`config.mk`:
```
export PLATFORM = sky130hd
export DESIGN_NAME = indexed_array_store_engine
export DESIGN_NICKNAME = d
export VERILOG_FILES = /design/src/rtl/iase_pkg.sv /design/src/rtl/indexed_array_store_engine.sv
export SDC_FILE = /design/constraint.sdc
export NUM_CORES = 2
export LEC_CHECK = 0
export BUFFER_PORTS_ARGS = -buffer_cell sky130_fd_sc_hd__clkbuf_2
export CAP_MARGIN = 20
export CORE_MARGIN = 3
export CORE_UTILIZATION = 55
export DETAILED_ROUTE_END_ITERATION = 12
export PLACE_DENSITY = 0.76
export RECOVER_POWER = 50
export SLEW_MARGIN = 25
export SYNTH_ARGS = -nofsm -noshare
export SYNTH_HDL_FRONTEND = slang
export SYNTH_SLANG_ARGS = --single-unit
```
`constraint.sdc`:
```
create_clock -name clk -period 13.21 [get_ports clk]
set_clock_uncertainty 0.1 [all_clocks]
set_input_delay 1.321 -clock clk [delete_from_list [all_inputs] [get_ports clk]]
set_output_delay 1.321 -clock clk [all_outputs]
set_load 0.1 [all_outputs]
```
`src/rtl/iase_pkg.sv`:
```
// Package of the indexed array store engine: sizes, codes and sequencer states.
package iase_pkg;

    localparam int DEPTH     = 64;
    localparam int WORD_BITS = 32;
    localparam int ADDR_BITS = $clog2(DEPTH);
    localparam int CNT_BITS  = ADDR_BITS + 1;

    typedef enum logic [2:0] {
        CMD_GET    = 3'd0,
        CMD_SET    = 3'd1,
        CMD_INSERT = 3'd2,
        CMD_SEARCH = 3'd3,
        CMD_MAX    = 3'd4,
        CMD_MIN    = 3'd5
    } cmd_t;

    typedef enum logic [1:0] {
        STATUS_OK    = 2'd0,
        STATUS_RANGE = 2'd1,
        STATUS_FULL  = 2'd2,
        STATUS_EMPTY = 2'd3
    } status_t;

    typedef enum logic [2:0] {
        ST_IDLE,
        ST_START,
        ST_GET,
        ST_SHIFT,
        ST_PLACE,
        ST_SCAN,
        ST_FIN
    } state_t;

endpackage

```
`src/rtl/indexed_array_store_engine.sv`:
```
// Indexed array store engine: bounded store of signed words with a live length.
// Steps: get reads the indexed entry, search/max/min scan the live entries, and insert
//   moves the entries from the index up one place unless it appends or is refused.
// One transaction at a time; the scan/shift steps through the entry memory, whose single
//   read port gives one read per cycle.
// Reset: length and per-entry valid bits clear at once; no clearing pass.
module indexed_array_store_engine
(
    input  logic        clk,
    input  logic        rst_n,
    // configuration: loads the length counter
    input  logic        cfg_we,
    input  logic [6:0]  cfg_wdata,
    // command channel
    input  logic        in_valid,
    output logic        in_stall,
    input  logic [2:0]  cmd,
    input  logic [6:0]  index,
    input  logic signed [31:0] value,
    // result channel
    output logic        out_valid,
    input  logic        out_stall,
    output logic signed [31:0] read_value,
    output logic [5:0]  found_index,
    output logic        found,
    output logic [1:0]  status,
    output logic [6:0]  live_length
);

    // ------------------------------------------------------------------
    // State
    // ------------------------------------------------------------------
    iase_pkg::state_t state_reg, state_next;

    iase_pkg::cmd_t cmd_reg, cmd_next;
    logic [iase_pkg::CNT_BITS-1:0]  idx_reg, idx_next;
    logic signed [iase_pkg::WORD_BITS-1:0] val_reg, val_next;
    logic [iase_pkg::CNT_BITS-1:0]  count_reg, count_next;

    // address of the memory word arriving in rd_data_reg
    logic [iase_pkg::ADDR_BITS-1:0] ptr_reg, ptr_next;
    // running max/min
    logic signed [iase_pkg::WORD_BITS-1:0] best_reg, best_next;

    // result held between the sequencer and the output register
    logic signed [iase_pkg::WORD_BITS-1:0] res_val_reg, res_val_next;
    logic [iase_pkg::ADDR_BITS-1:0] res_fidx_reg, res_fidx_next;
    logic                           res_found_reg, res_found_next;
    iase_pkg::status_t              res_status_reg, res_status_next;

    // output register
    logic                           out_valid_reg;
    logic signed [iase_pkg::WORD_BITS-1:0] out_val_reg;
    logic [iase_pkg::ADDR_BITS-1:0] out_fidx_reg;
    logic                           out_found_reg;
    iase_pkg::status_t              out_status_reg;
    logic [iase_pkg::CNT_BITS-1:0]  out_len_reg;

    // entry memory with one write and one registered read port
    logic signed [iase_pkg::WORD_BITS-1:0] mem [iase_pkg::DEPTH];
    logic [iase_pkg::DEPTH-1:0]     vld_reg;
    logic signed [iase_pkg::WORD_BITS-1:0] rd_data_reg;
    logic                           rd_vld_reg;

    logic                           mem_we;
    logic [iase_pkg::ADDR_BITS-1:0] mem_waddr;
    logic signed [iase_pkg::WORD_BITS-1:0] mem_wdata;
    logic [iase_pkg::ADDR_BITS-1:0] mem_raddr;

    // ------------------------------------------------------------------
    // Shared decode and compare
    // ------------------------------------------------------------------
    logic signed [iase_pkg::WORD_BITS-1:0] eff_rd;
    logic get_oor, ins_oor, is_full, is_empty, ins_append;
    logic scan_last, shift_last, key_hit, better;
    logic out_free, accept;

    // never-written entries read as zero
    assign eff_rd = rd_vld_reg ? rd_data_reg : '0;

    assign get_oor    = (idx_reg >= count_reg);
    assign ins_oor    = (idx_reg > count_reg);
    assign is_full    = (count_reg == iase_pkg::CNT_BITS'(iase_pkg::DEPTH));
    assign is_empty   = (count_reg == '0);
    assign ins_append = (idx_reg == count_reg);
    assign scan_last  = (({1'b0, ptr_reg} + 1'b1) == count_reg);
    assign shift_last = ({1'b0, ptr_reg} == idx_reg);
    assign key_hit    = (eff_rd == val_reg);
    // single magnitude comparator, direction picked by the command
    assign better     = (cmd_reg == iase_pkg::CMD_MAX) ? (eff_rd > best_reg)
                                                       : (eff_rd < best_reg);

    assign out_free = !out_valid_reg || !out_stall;
    assign in_stall = (state_reg != iase_pkg::ST_IDLE);
    assign accept   = in_valid && !in_stall;

    // ------------------------------------------------------------------
    // Sequencer: next state
    // ------------------------------------------------------------------
    always_comb
    begin
        state_next = state_reg;
        unique case (state_reg)
            iase_pkg::ST_IDLE:
            begin
                if (in_valid)
                    state_next = iase_pkg::ST_START;
            end
            iase_pkg::ST_START:
            begin
                unique case (cmd_reg)
                    iase_pkg::CMD_GET:
                        state_next = get_oor ? iase_pkg::ST_FIN : iase_pkg::ST_GET;
                    iase_pkg::CMD_INSERT:
                        state_next = (ins_oor || is_full || ins_append) ?
                                     iase_pkg::ST_FIN : iase_pkg::ST_SHIFT;
                    iase_pkg::CMD_SEARCH, iase_pkg::CMD_MAX, iase_pkg::CMD_MIN:
                        state_next = is_empty ? iase_pkg::ST_FIN : iase_pkg::ST_SCAN;
                    default:
                        state_next = iase_pkg::ST_FIN;
                endcase
            end
            iase_pkg::ST_GET:
                state_next = iase_pkg::ST_FIN;
            iase_pkg::ST_SHIFT:
            begin
                if (shift_last)
                    state_next = iase_pkg::ST_PLACE;
            end
            iase_pkg::ST_PLACE:
                state_next = iase_pkg::ST_FIN;
            iase_pkg::ST_SCAN:
            begin
                if (scan_last || (cmd_reg == iase_pkg::CMD_SEARCH && key_hit))
                    state_next = iase_pkg::ST_FIN;
            end
            iase_pkg::ST_FIN:
            begin
                if (out_free)
                    state_next = iase_pkg::ST_IDLE;
            end
            default:
                state_next = iase_pkg::ST_IDLE;
        endcase
    end

    // ------------------------------------------------------------------
    // Sequencer: datapath controls and next values
    // ------------------------------------------------------------------
    always_comb
    begin
        cmd_next        = cmd_reg;
        idx_next        = idx_reg;
        val_next        = val_reg;
        count_next      = count_reg;
        best_next       = best_reg;
        res_val_next    = res_val_reg;
        res_fidx_next   = res_fidx_reg;
        res_found_next  = res_found_reg;
        res_status_next = res_status_reg;
        mem_we          = 1'b0;
        mem_waddr       = idx_reg[iase_pkg::ADDR_BITS-1:0];
        mem_wdata       = val_reg;
        mem_raddr       = '0;

        unique case (state_reg)
            iase_pkg::ST_IDLE:
            begin
                // length load from the config port, saturating at DEPTH
                if (cfg_we)
                    count_next = (cfg_wdata > iase_pkg::CNT_BITS'(iase_pkg::DEPTH)) ?
                                 iase_pkg::CNT_BITS'(iase_pkg::DEPTH) : cfg_wdata;
                if (accept)
                begin
                    cmd_next        = iase_pkg::cmd_t'(cmd);
                    idx_next        = index;
                    val_next        = value;
                    res_val_next    = '0;
                    res_fidx_next   = '0;
                    res_found_next  = 1'b0;
                    res_status_next = iase_pkg::STATUS_OK;
                end
            end
            iase_pkg::ST_START:
            begin
                unique case (cmd_reg)
                    iase_pkg::CMD_GET:
                    begin
                        if (get_oor)
                            res_status_next = iase_pkg::STATUS_RANGE;
                        mem_raddr = idx_reg[iase_pkg::ADDR_BITS-1:0];
                    end
                    iase_pkg::CMD_SET:
                    begin
                        if (get_oor)
                            res_status_next = iase_pkg::STATUS_RANGE;
                        else
                            mem_we = 1'b1;
                    end
                    iase_pkg::CMD_INSERT:
                    begin
                        if (ins_oor)
                            res_status_next = iase_pkg::STATUS_RANGE;
                        else if (is_full)
                            res_status_next = iase_pkg::STATUS_FULL;
                        else if (ins_append)
                        begin
                            mem_we     = 1'b1;
                            count_next = count_reg + 1'b1;
                        end
                        // shift starts from the top live entry
                        mem_raddr = iase_pkg::ADDR_BITS'(count_reg - 1'b1);
                    end
                    iase_pkg::CMD_MAX, iase_pkg::CMD_MIN:
                    begin
                        if (is_empty)
                            res_status_next = iase_pkg::STATUS_EMPTY;
                    end
                    default:
                    begin
                    end
                endcase
            end
            iase_pkg::ST_GET:
                res_val_next = eff_rd;
            iase_pkg::ST_SHIFT:
            begin
                // entry ptr moves up one place, next read is the one below
                mem_we    = 1'b1;
                mem_waddr = ptr_reg + 1'b1;
                mem_wdata = eff_rd;
                mem_raddr = ptr_reg - 1'b1;
            end
            iase_pkg::ST_PLACE:
            begin
                mem_we     = 1'b1;
                count_next = count_reg + 1'b1;
            end
            iase_pkg::ST_SCAN:
            begin
                mem_raddr = ptr_reg + 1'b1;
                if (cmd_reg == iase_pkg::CMD_SEARCH)
                begin
                    if (key_hit)
                    begin
                        res_found_next = 1'b1;
                        res_fidx_next  = ptr_reg;
                    end
                end
                else
                begin
                    if (ptr_reg == '0 || better)
                        best_next = eff_rd;
                    if (scan_last)
                        res_val_next = best_next;
                end
            end
            iase_pkg::ST_FIN:
            begin
            end
            default:
            begin
            end
        endcase
    end

    assign ptr_next = mem_raddr;

    // ------------------------------------------------------------------
    // Registers
    // ------------------------------------------------------------------
    always_ff @(posedge clk or negedge rst_n)
    begin
        if (!rst_n)
        begin
            state_reg     <= iase_pkg::ST_IDLE;
            count_reg     <= '0;
            vld_reg       <= '0;
            rd_vld_reg    <= 1'b0;
            out_valid_reg <= 1'b0;
        end
        else
        begin
            state_reg  <= state_next;
            count_reg  <= count_next;
            rd_vld_reg <= vld_reg[mem_raddr];
            if (mem_we)
                vld_reg[mem_waddr] <= 1'b1;
            if (state_reg == iase_pkg::ST_FIN && out_free)
                out_valid_reg <= 1'b1;
            else if (!out_stall)
                out_valid_reg <= 1'b0;
        end
    end

    always_ff @(posedge clk)
    begin
        cmd_reg        <= cmd_next;
        idx_reg        <= idx_next;
        val_reg        <= val_next;
        ptr_reg        <= ptr_next;
        best_reg       <= best_next;
        res_val_reg    <= res_val_next;
        res_fidx_reg   <= res_fidx_next;
        res_found_reg  <= res_found_next;
        res_status_reg <= res_status_next;
        if (state_reg == iase_pkg::ST_FIN && out_free)
        begin
            out_val_reg    <= res_val_reg;
            out_fidx_reg   <= res_fidx_reg;
            out_found_reg  <= res_found_reg;
            out_status_reg <= res_status_reg;
            out_len_reg    <= count_reg;
        end
    end

    // entry memory
    always_ff @(posedge clk)
    begin
        if (mem_we)
            mem[mem_waddr] <= mem_wdata;
        rd_data_reg <= mem[mem_raddr];
    end

    // ------------------------------------------------------------------
    // Outputs
    // ------------------------------------------------------------------
    assign out_valid   = out_valid_reg;
    assign read_value  = out_val_reg;
    assign found_index = out_fidx_reg;
    assign found       = out_found_reg;
    assign status      = out_status_reg;
    assign live_length = out_len_reg;

endmodule

```
==> qor.txt <==
CTS sink count - 2325
Leakage - 32.9 nW
CTS tree - built
Final period util - 0.676
Critical Path RT - 13.89 ns
Cell Area, Synth - 0.0932 sq mm
CP Class - flop to flop
syn_area_per_cell - 19.1 sq um
#FFs+latches synth - 2325
Core Util, Final - 0.619
Routed wire per std cell - 31.4 um
Hold Vio Cnt, Final - 0
Synth cell types - 77
crit path DAT - 9.61 ns
cells along the critical path - nor3b_1 -> nand2_1 -> o21ai_0 -> buf_4 -> buf_4 -> buf_4 -> mux2i_1 -> mux4_2 -> o22ai_1 -> or4_1
fraction of final layout cells with drive strength greater than 1 - 0.166
die width - 418 um
Slew HR - -2.08
Crit. End Element - flop
Syn Nets - 4985
area leader, netlist - edfxtp_1
status - finished, violations left
global-route usage over all layers - 0.271
Via density - 6.45
Min-Delay Path Class - flop to flop
CP Max Fanout - 56
Max VDD drop - 179 uV
H-tree levels - 4
power per cell area - 216 mW/mm^2
sequential-to-total area share from yosys stat - 0.741
CP dominant cell by count - buf_4
Gate Count Post-Synth - 4887
first-pass GRT wire length - 338000 um
PostCTS Resize Cnt - 0
I/O pin count - 104
ANT nets after route - 0
Worst Tran Pin Value - 4.57 ns
f_max - 0.112 GHz
Tmin final - 8.93 ns
Worst path max stage delay - 3.13 ns
dominant cells by area after synthesis - edfxtp_1 (71%), mux2i_1 (11%), mux4_2 (6.4%)
# Max-Cap Violations - 52
violated checks - max-capacitance violations, max-slew violations
initial antenna violation count - 23
Slowest cell on crit path - o21ai_0
final WL - 235000 um
setup violators final - 0
dominant synthesized flop cell - edfxtp_1
GP Congestion - 0.882
HPWL after detailed placement - 130000 um
FP Rows - 150
Max Buffers Root-to-Sink - 3
vias in the first global route - 47800
Total Nets Final - 5197
largest net degree at the start of global routing - 128
Overflow after GRT - 0
Final Max Slew Viols - 2235
die area - 0.174 sq mm
clock transition at the registers of the reported paths - 0.06 ns
RR Startpoint - state_reg[0]$_DFFE_PN0P_
vias - 48400
Critical Path Source - state_reg[0]$_DFFE_PN0P_
Synth warnings - 0
clock latency reported for the late side of the worst-skew pair - 0.88 ns
P&R area growth vs syn - 11.4%
max FFs per register - 2048
CORE AREA - 0.168 sq mm
setup TNS - 0 ns
RSZ-0062 raised after global routing - no
DR pass1 iterations - 8
family with the most delay on the worst path - compound AO/OA/AOI/OAI gates
CTS Buf Count - 215
Initial Util - 0.556
fillers - 11500
Post-synth EDFFs - 2211
Root Buffer - clkbuf_16
min-delay src - res_val_reg[12]$_DFFE_PP_
Setup Buffers After CTS - 0
startpoint types - flop
DIE HEIGHT - 418 um
hold buffers post-CTS - 0
Async S/R FF share, synth - 0.0327
Synth top area share - 0.712
drt drc - 0
DR iter-0 viols - 6148
IO Port Bufs - 103
CP Buf/Inv Count - 3
-- kinds of logic (layout without fill, tap and decap cells) --
logic type | count (synthesis) | count (layout) | synth area share
DFF | 2325 | 2325 | 0.741
muxes | 1363 | 1363 | 0.183
AOI/OAI and AO/OA | 424 | 424 | 0.0304
and+or+nand+nor | 364 | 364 | 0.0200
buffers and inverters | 332 | 722 | 0.0171
adders and majority gates | 44 | 44 | 0.00591
xor gates and xnor gates | 35 | 35 | 0.00329
other | 0 | 18 | 0
-- layer usage --
metal,vias to the layer above,share of wire,GRT usage
li1,20200,-,-
met1,25000,0.37,0.365
met2,2726,0.48,0.429
met3,518,0.10,0.0521
met4,8,0.051,0.131
met5,-,0.00020,0
-- layout by cell type (no fill, tap or decap), types with 38 or more instances in the layout --
cell / n
edfxtp_1: 2211
mux2i_1: 1039
mux4_2: 264
clkbuf_16: 217
clkbuf_1: 158
o22ai_1: 137
buf_4: 108
nand2_1: 91
dfrtp_1: 75
inv_1: 68
o21bai_1: 65
nor2_4: 64
o21ai_0: 55
mux2_2: 53
nor2_1: 44
ha_1: 44
dfxtp_1: 38
-- synthesized netlist by cell type (all sizes together) (6+ instances only) --
cell type / number
mux4: 264
ha: 44
o2bb2ai: 7
buf: 198
nor3: 9
dfxtp: 38
dfrtp: 76
nor2b: 6
a21oi: 38
nand2: 94
o21bai: 65
nand3: 13
or4: 33
edfxtp: 2211
o21ai: 67
a22o: 30
a22oi: 14
mux2i: 1039
xor2: 19
a21o: 13
nor3b: 9
mux2: 60
nand3b: 16
nor2: 108
nand2b: 12
nand4: 10
inv: 68
nor4: 8
and2: 21
xnor2: 16
clkbuf: 66
and3: 7
o22ai: 142
-- area by class of cell --
class,instances,area [sq um],share of cell area
clock inverters,112,1140,0.0109
repair buffers,259,1540,0.0149
well taps,2204,2760,0.0266
inverters,68,255,0.00246
clock buffers,283,5820,0.0561
diodes,18,45.0,0.000434
flip-flops and latches,2325,69100,0.665
multi-input cells,2230,23200,0.224
-- power breakdown --
part	switching, W	total [W]	internal [W]
logic	0.00423	0.00679	0.00256
clock network	0.00270	0.00610	0.00339
registers	0.000340	0.00953	0.00919
-- path summary, 6_finish.rpt --
path / endpoint / slack, ns / depth (start not counted)
min in group asynchronous: out_valid$_DFFE_PN0P_ / 1.83 / 1
worst max-delay path: rd_data_reg[29]$_DFF_P_ / 4.28 / 10
worst max register to register: rd_data_reg[29]$_DFF_P_ / 4.28 / 10
max in group asynchronous: rd_vld_reg$_DFF_PN0_ / 8.49 / 1
worst min-delay path: read_value[12]$_DFFE_PP_ / 0.32 / 0
worst min register to register: read_value[12]$_DFFE_PP_ / 0.32 / 0
-- through the flow --
stage          instances  hold slack [ns]  total power [W]  instance area, sq um  setup slack, ns
6_report            7499            0.317           0.0224                104000             4.28
3_3_place_gp        7086            0.302           0.0162                 97200             6.92
4_1_cts             7481            0.317           0.0224                104000             6.79
3_5_place_dp        7086            0.305           0.0163                 97200             6.86
2_1_floorplan       4887            0.300           0.0143                 93200             8.40
5_1_grt             7490            0.327           0.0231                104000             3.98
-- worst register-to-register path, stage by stage (launching register included) --
cell     delay [ns]
dfrtp_1        0.83
nor3b_1        0.38
nand2_1        0.21
o21ai_0        3.13
buf_4          1.10
buf_4          0.93
buf_4          0.74
mux2i_1        0.18
mux4_2         0.48
o22ai_1        0.55
or4_1          0.22
(Power assumes the default switching activity.)
